`config.mk`:
```
export PLATFORM = sky130hd
export DESIGN_NAME = omega_network_route_conflict_top
export DESIGN_NICKNAME = d
export VERILOG_FILES = /design/src/rtl/core/omnr_pkg.sv /design/src/rtl/core/omega_network_route_conflict_top.sv /design/src/rtl/core/omnr_cell.sv
export SDC_FILE = /design/constraint.sdc
export NUM_CORES = 1
export LEC_CHECK = 0
export ABC_AREA = 1
export BUFFER_PORTS_ARGS = -buffer_cell sky130_fd_sc_hd__buf_2
export CAP_MARGIN = 40
export CORE_UTILIZATION = 56
export CTS_BUF_LIST = sky130_fd_sc_hd__clkbuf_16
export CTS_CLUSTER_DIAMETER = 120
export DETAILED_ROUTE_END_ITERATION = 8
export PLACE_DENSITY = 0.75
export SYNTH_ARGS = -nofsm -noshare
export SYNTH_HDL_FRONTEND = slang
export SYNTH_SLANG_ARGS = --single-unit
```
`constraint.sdc`:
```
create_clock -name clk_i -period 1.78 [get_ports clk_i]
set_input_delay 0.089 -clock clk_i [delete_from_list [all_inputs] [get_ports clk_i]]
set_output_delay 0.089 -clock clk_i [all_outputs]
set_load 0.03 [all_outputs]
```
`src/rtl/core/omnr_pkg.sv`:
```
// Package for the omega network route and conflict block.
// Holds field widths, switch setting codes and the beat structs; no dependencies.
`default_nettype none

package omnr_pkg;

  localparam int unsigned PortW         = 4;
  localparam int unsigned LevelW        = 3;
  localparam int unsigned SwW           = 5;
  localparam int unsigned SetW          = 2;
  localparam int unsigned LevelsDefault = 4;

  localparam logic [SetW-1:0] SetUpper = 2'd0;
  localparam logic [SetW-1:0] SetLower = 2'd3;

  // Input beat: one connection request.
  typedef struct packed {
    logic [PortW-1:0] source_port;
    logic [PortW-1:0] dest_port;
  } req_t;

  // Output beat: one per stage.
  typedef struct packed {
    logic [LevelW-1:0] stage_level;
    logic [SwW-1:0]    switch_index;
    logic [SetW-1:0]   switch_setting;
    logic              conflict;
    logic [PortW-1:0]  prior_source;
    logic [PortW-1:0]  prior_dest;
    logic              last;
  } res_t;

  // Connection travelling down the chain of stage cells.
  typedef struct packed {
    logic             valid;
    logic [PortW-1:0] src;
    logic [PortW-1:0] dst;
  } tok_t;

endpackage

`default_nettype wire

```
`src/rtl/core/omega_network_route_conflict_top.sv`:
```
// Omega network destination-tag router with switch conflict reporting.
// Results: an accepted start beat is registered in the top stage cell, its result in the output register;
// one result per cycle follows. A new request is taken only once the last one is in the stage 0 cell.
// Reset: asynchronous, active low; clears all claims, busy and the result strobe.
// Results are strobed for one cycle; the receiver cannot stall.
// Depends on omnr_pkg and omnr_cell.
`default_nettype none

module omega_network_route_conflict_top import omnr_pkg::*; #(
  parameter int unsigned LEVELS = LevelsDefault
) (
  input  wire logic clk_i,
  input  wire logic rst_ni,
  input  wire logic start,
  output logic      busy,
  input  wire req_t req_i,
  output logic      res_strobe_o,
  output res_t      res_o
);

  // Chain links: link[LEVELS] feeds the top stage cell, link[l] leaves cell l.
  tok_t              tok_link [LEVELS+1];
  logic [LEVELS-1:0] pos_link [LEVELS+1];
  res_t              cell_res [LEVELS];
  logic [LEVELS-1:0] active;
  logic [LEVELS-1:0] src_pos;

  logic              res_strobe_q;
  res_t              res_q;
  logic              res_strobe_d;
  res_t              res_d;

  // Accept a request into the top stage cell.
  assign tok_link[LEVELS] = '{valid: start && !busy,
                              src:   req_i.source_port,
                              dst:   req_i.dest_port};

  // Position entering the top stage: source port masked to the network, then shuffled.
  generate
    if (LEVELS > PortW) begin : g_wide
      assign src_pos = {{(LEVELS-PortW){1'b0}}, req_i.source_port};
    end else begin : g_narrow
      assign src_pos = req_i.source_port[LEVELS-1:0];
    end
    if (LEVELS > 1) begin : g_shuf
      assign pos_link[LEVELS] = {src_pos[LEVELS-2:0], src_pos[LEVELS-1]};
    end else begin : g_shuf1
      assign pos_link[LEVELS] = src_pos;
    end
  endgenerate

  // One cell per stage; the connection moves down one cell a cycle.
  for (genvar l = 0; l < LEVELS; l++) begin : g_cell
    omnr_cell #(
      .LEVELS(LEVELS),
      .LEVEL (l)
    ) u_cell (
      .clk_i (clk_i),
      .rst_ni(rst_ni),
      .tok_i (tok_link[l+1]),
      .pos_i (pos_link[l+1]),
      .tok_o (tok_link[l]),
      .pos_o (pos_link[l]),
      .res_o (cell_res[l])
    );
    assign active[l] = tok_link[l].valid;
  end

  // Busy until the connection reaches stage 0; the next one may then enter the top cell.
  generate
    if (LEVELS > 1) begin : g_busy
      assign busy = |active[LEVELS-1:1];
    end else begin : g_busy1
      assign busy = 1'b0;
    end
  endgenerate

  // At most one cell is active: select its result.
  always_comb begin
    res_strobe_d = |active;
    res_d        = cell_res[0];
    for (int unsigned l = 0; l < LEVELS; l++) begin
      if (active[l]) begin
        res_d = cell_res[l];
      end
    end
  end

  always_ff @(posedge clk_i or negedge rst_ni) begin
    if (!rst_ni) begin
      res_strobe_q <= 1'b0;
    end else begin
      res_strobe_q <= res_strobe_d;
    end
  end

  always_ff @(posedge clk_i) begin
    res_q <= res_d;
  end

  assign res_strobe_o = res_strobe_q;
  assign res_o        = res_q;

`ifndef SYNTHESIS
  // Only one connection is ever inside the chain of cells.
  a_one_active: assert property (@(posedge clk_i) disable iff (!rst_ni)
    $onehot0(active))
    else $error("more than one stage cell active");

  // An accepted beat lands in the top stage cell.
  a_enter_top: assert property (@(posedge clk_i) disable iff (!rst_ni)
    (start && !busy) |=> active[LEVELS-1])
    else $error("accepted request did not enter top stage");

  // A result strobe follows a cycle with an active cell.
  a_strobe_src: assert property (@(posedge clk_i) disable iff (!rst_ni)
    (|active) |=> res_strobe_o)
    else $error("stage result dropped");

  // The last beat of a run comes from stage 0.
  a_last_stage: assert property (@(posedge clk_i) disable iff (!rst_ni)
    (res_strobe_o && res_o.last) |-> (res_o.stage_level == '0) && $past(active[0]))
    else $error("last flag on wrong stage");
`endif

endmodule

`default_nettype wire

```
`src/rtl/core/omnr_cell.sv`:
```
// One stage cell: holds the claim table of its stage and routes one connection a cycle.
// Depends on omnr_pkg.
`default_nettype none

module omnr_cell import omnr_pkg::*; #(
  parameter int unsigned LEVELS = LevelsDefault,
  parameter int unsigned LEVEL  = 0
) (
  input  wire logic              clk_i,
  input  wire logic              rst_ni,
  input  wire tok_t              tok_i,
  input  wire logic [LEVELS-1:0] pos_i,
  output tok_t                   tok_o,
  output logic [LEVELS-1:0]      pos_o,
  output res_t                   res_o
);

  localparam int unsigned Half = 1 << (LEVELS - 1);
  localparam int unsigned IdxW = (LEVELS > 1) ? LEVELS - 1 : 1;

  tok_t              tok_q;
  logic [LEVELS-1:0] pos_q;

  logic [Half-1:0]   claimed_q;
  logic [Half-1:0]   lower_q;
  logic [PortW-1:0]  src_q [Half];
  logic [PortW-1:0]  dst_q [Half];

  logic [IdxW-1:0]   sw;
  logic              tag;
  logic              hit;

  // Hold the incoming connection for this cycle.
  always_ff @(posedge clk_i or negedge rst_ni) begin
    if (!rst_ni) begin
      tok_q <= '0;
      pos_q <= '0;
    end else begin
      tok_q <= tok_i;
      pos_q <= pos_i;
    end
  end

  generate
    if (LEVELS > 1) begin : g_sw
      assign sw = pos_q[LEVELS-1:1];
    end else begin : g_sw1
      assign sw = 1'b0;
    end
    if (LEVEL < PortW) begin : g_tag
      assign tag = tok_q.dst[LEVEL];
    end else begin : g_tag0
      assign tag = 1'b0;
    end
    // Next position is the shuffle of {switch, tag}.
    if (LEVELS > 2) begin : g_nxt
      assign pos_o = {sw[IdxW-2:0], tag, sw[IdxW-1]};
    end else if (LEVELS == 2) begin : g_nxt2
      assign pos_o = {tag, sw[0]};
    end else begin : g_nxt1
      assign pos_o = tag;
    end
  endgenerate

  assign hit = claimed_q[sw];

  always_comb begin
    res_o.stage_level    = LevelW'(LEVEL);
    res_o.switch_index   = SwW'(sw);
    res_o.switch_setting = tag ? SetLower : SetUpper;
    res_o.conflict       = hit && (lower_q[sw] != tag);
    res_o.prior_source   = hit ? src_q[sw] : '0;
    res_o.prior_dest     = hit ? dst_q[sw] : '0;
    res_o.last           = (LEVEL == 0);
  end

  assign tok_o = tok_q;

  // Claim the switch for the new connection.
  always_ff @(posedge clk_i or negedge rst_ni) begin
    if (!rst_ni) begin
      claimed_q <= '0;
    end else if (tok_q.valid) begin
      claimed_q[sw] <= 1'b1;
    end
  end

  always_ff @(posedge clk_i) begin
    if (tok_q.valid) begin
      lower_q[sw] <= tag;
      src_q[sw]   <= tok_q.src;
      dst_q[sw]   <= tok_q.dst;
    end
  end

endmodule

`default_nettype wire
```
Yosys cells after proc, flatten, opt, wreduce, memory -nomap -nowiden:

Memories as Yosys holds them, arrays and structs flattened.
Cells that the tools add are included.

* bits in registers: 137
* RAM bits: 256
* output and inout bits: 22
* memories kept: 8

Memory list
* g_cell[0].u_cell.dst_q: words 8, bits a word 4, rd ports 1, clocked after Yosys merged registers in 0, wr ports 1, RTL line omnr_cell.sv:27 `logic [PortW-1:0] dst_q [Half];`
* g_cell[0].u_cell.src_q: words 8, bits a word 4, rd ports 1, clocked after Yosys merged registers in 0, wr ports 1, RTL line omnr_cell.sv:26 `logic [PortW-1:0] src_q [Half];`
* g_cell[1].u_cell.dst_q: words 8, bits a word 4, rd ports 1, clocked after Yosys merged registers in 0, wr ports 1, RTL line omnr_cell.sv:27
* g_cell[1].u_cell.src_q: words 8, bits a word 4, rd ports 1, clocked after Yosys merged registers in 0, wr ports 1, RTL line omnr_cell.sv:26
* g_cell[2].u_cell.dst_q: words 8, bits a word 4, rd ports 1, clocked after Yosys merged registers in 0, wr ports 1, RTL line omnr_cell.sv:27
* g_cell[2].u_cell.src_q: words 8, bits a word 4, rd ports 1, clocked after Yosys merged registers in 0, wr ports 1, RTL line omnr_cell.sv:26
* 2 more memories

* order comparisons: 8
* equality and inequality tests: 4
* mux-type cells: 51
* bitwise operators: 4
* reductions and logical operators: 13

Operators by type and width (number)
* 18-bit two-way mux: 2
* 8-bit bitwise mux: 4
* 4-bit two-way mux: 8
* 8-bit bitwise OR: 4
* 1-bit binary-select mux with 3-bit select: 8
* 1-bit two-way mux: 20
* 3-bit by 4-bit < comparator with 1-bit output (second input constant): 4
* 15-bit two-way mux: 1
* 1-bit demux with 3-bit select: 4
* 3-bit by 1-bit greater-or-equal comparator with 1-bit output (second input constant): 4
* 1-bit logical AND: 9
* 2-bit two-way mux: 4
* 1-bit != test: 4
* 4-bit OR reduction: 1
* 3-bit OR reduction: 1
* 2-bit OR reduction: 1
* 1-bit zero test: 1

Logic depth before layout (Yosys ltp):

* depth after elaboration: 7
* depth in mapped cells: 12
* gate-level depth less buffers: 11

Modules after synthesis:

Synthesis repeated with hierarchy kept, for this count alone.

* cells, all modules: 1393
* area, all modules: 15041.9 µm²

By module, submodules not included
* omnr_cell (g_cell[0].u_cell ...): times used 2, cells each 289, area an instance 3413.3 µm², sequential area each 2422.3 µm²
* omnr_cell (g_cell[1].u_cell): times used 1, cells each 288, area an instance 3413.3 µm², sequential area each 2422.3 µm²
* omnr_cell (g_cell[3].u_cell): times used 1, cells each 287, area an instance 3372.0 µm², sequential area each 2422.3 µm²
* omega_network_route_conflict_top: times used 1, cells each 240, area an instance 1430.1 µm², sequential area each 425.4 µm²

Worst setup path before layout:

Ideal clock, no wire load.

* path type: register to register
* start point: register g_cell[2].u_cell.pos_q[1]
* end point: memory g_cell[2].u_cell.dst_q[0][0], enable pin
* library setup time: 0.370 ns
* arrival time: 1.460 ns
* data required time: 1.410 ns
* setup slack: -0.050 ns
* stages on the path, launching flop included: 5
* path buffers: 1
* path through: dfrtp_1 inv_2 buf_1 nand2_1 nor2_1

RTL lines
* start: declaration: RTL line omnr_cell.sv:22 `logic [LEVELS-1:0] pos_q;`
* start signal: assignment: RTL line omnr_cell.sv:40 `pos_q <= pos_i;`
* end: declaration: RTL line omnr_cell.sv:27

Straight into the memory's write port.

==> results.cfg <==
[die]
coreArea_sq_um = 22800
fp.dieH_microns = 155
die_x_microns = 155
ios = 33
start_util = 0.575
die-area_sq_um = 24100
row_count = 55

[worst_setup_path]
worstSetupPathType = reg2reg
cp-start-kind = flop
cp_max_fo = 26
crit_family = compound AO/OA/AOI/OAI gates
cp-end-kind = flop
crit_path_top_delay_cell = dfrtp_1
path_buf_inv = 3
worstPathCellList = inv_4 > buf_12 > o21ai_0 > o22ai_1 > buf_4 > o21ai_2 > nand3_1 > nand2_2 > nand2_1
required_ps = 2190
slowest_delay_ps = 420
arrival_ps = 2160

[run_status]
status = finished, final reports clean

[global_route]
grt.total_usage = 0.264
grt_pass1_vias = 8527
grt_max_degree = 46
grt_overflow_total = 0
grt_pass1_wl_mm = 47.7
grt_antenna_before_repair = 0

[sta]
finClkSkew_ps = 31.8
rsz0062_at_grt = true
whs_ps = 111
hold_violations = 0
drv_slew = 0
tightest_slew_ps = 596
setup_viol = 0
finalCriticalPeriod_ps = 1750
finalWorstSetupSlack_ps = 30.8
finalCritPeriodShare = 0.983
fmax_mhz = 572
slew_headroom = 0.601

[clock_tree]
cts_root_buffer = clkbuf_16
cts_buffers = 35
cts.clk_slew.worst_paths_ps = 60
tritoncts = done
cts.sinks = 341
clk_latency_ps = 520
clock_path_buffers = 3
h-tree-depth = 2

[detailed_routing]
highest_layer = met4
drtIter0Drc = 962
via_per_inst = 5.66
postRouteWirelength_mm = 31.2
met3_length_mm = 2.06
routedWlPerCell_microns = 20.1
vias = 8770
drc = 0
met1_length_mm = 12.2
dr.pass1.iters = 6
wl_met2_mm = 15.9
ant_nets = 0

[finish]
n_antenna_cell = 0
nNetsFinal = 1220
final_common_cell = edfxtp_1
layout-drive-gt1-share = 0.206
final_area_sq_um = 15700
area_growth_syn_to_layout_pct = 19.2
fillCellCount = 1539
layout_common_cells = edfxtp_1, nor2_1, o21ai_0

[synth]
synth_seq_cells = 341
synth_area_sq_um = 13100
ys_types = 33
yosysSeqAreaShare = 0.741
yosys_warnings = 0
syn_inst = 1073
syn_area_per_cell_sq_um = 12.2

[job]
cap_violations = 0

[power]
cellPowerDensity_nw_per_um2 = 1170
ir_drop_v = 0.00100
power.total_uw = 18400
leakagePower_uw = 0.00604

[placed_design]
pre_cts_slack_ps = -77.9
dpl_cell_area_sq_um = 14200
port_buffers = 29
gp_congestion = 0.875
dp_hpwl_mm = 20.2

[worst_hold_path]
hold_class = in2async
through the flow:
step                      setup TNS, ps  utilization  cells
after global routing               -104        0.686   1549
final                                 0        0.686   1549
after CTS                             0        0.675   1536
after global placement             -177        0.622   1460
after detailed placement           -277        0.622   1460
after floorplan                   -3850            -   1075
state kept, by name, indices dropped and copies added (netlist names):
name                     count
res_strobe_o                 1
g_cell.u_cell.pos_o          4
g_cell.u_cell.dst_q        100
g_cell.u_cell.lower_q       28
g_cell.u_cell.tok_o         28
g_cell.u_cell.claimed_q     32
res_o                       16
g_cell.u_cell.pos_q          4
g_cell.u_cell.src_q        128
cells in the mapped netlist (all sizes together):
library cell	n	area [sq um]
o21ai	197	1010
buf	31	174
a21oi	4	23.8
or2	8	50.1
o22ai	40	250
o221ai	1	8.76
nor2	199	870
nand4	2	12.5
clkinv	1	3.75
o211ai	2	15.0
dfrtp	69	1730
dfxtp	16	320
clkbuf	7	26.3
nand3b	1	7.51
conb	1	3.75
edfxtp	256	7690
nand3	37	190
nand2	105	397
inv	95	357
xnor2	1	8.76
cell type report:
class | count | area [sq um] | area share
sequential | 341 | 9750 | 0.622
multi-input combinational | 601 | 2960 | 0.189
timing repair buffer | 134 | 1140 | 0.0725
clock buffer | 36 | 901 | 0.0575
tap | 313 | 392 | 0.0250
inverter | 96 | 370 | 0.0236
clock inverter | 28 | 160 | 0.0102
timing repair:
item	CTS	global route
gates resized for setup	6	39
buffers inserted	1	11
setup endpoints to repair	9	15
cloned	0	2
pin swaps	1	8
hold endpoints to repair	78	0
hold buffers	11	0
power by group:
group | switching (uW) | internal (uW) | leakage, uW
registers | 310 | 9120 | 0.00320
logic | 1520 | 679 | 0.00227
clock network | 2910 | 3820 | 0.000572
final timing paths:
kind	from	cells after the start	end	slack, ps
worst max-delay path	g_cell[0].u_cell.tok_o[1]	9	res_o[3]	30
worst min-delay path	rst_ni	3	g_cell[2].u_cell.claimed_q[1]	110
worst max register to register	g_cell[0].u_cell.tok_o[1]	9	res_o[3]	30
worst min register to register	g_cell[1].u_cell.claimed_q[1]	2	g_cell[1].u_cell.claimed_q[1]	460
max in group asynchronous	rst_ni	3	g_cell[0].u_cell.tok_o[2]	630
min in group clk_i	req_i[0]	2	g_cell[3].u_cell.tok_o[0]	220
worst register-to-register path: stages (launching register included):
cell and delay (ps):
dfrtp_1 420, inv_4 120, buf_12 180, o21ai_0 170, o22ai_1 100, buf_4 140, o21ai_2 190, nand3_1 160
nand2_2 100, nand2_1 50
logic make-up (layout without fill, tap and decap cells):
family / count (synthesis) / after routing / share of synthesized area
xor gates and xnor gates: 1 / 1 / 0.000667
buffers and inverters: 134 / 294 / 0.0427
DFF: 341 / 341 / 0.741
and+or+nand+nor: 352 / 353 / 0.116
AOI/OAI and AO/OA: 244 / 244 / 0.0994
other: 1 / 3 / 0.000285
routing by layer:
layer  vias to the layer above  track usage
met4                         0        0.100
li1                       4005            -
met3                        89       0.0393
met5                         -            0
met1                      4314        0.341
met2                       362        0.456
(Power assumes the default switching activity.)
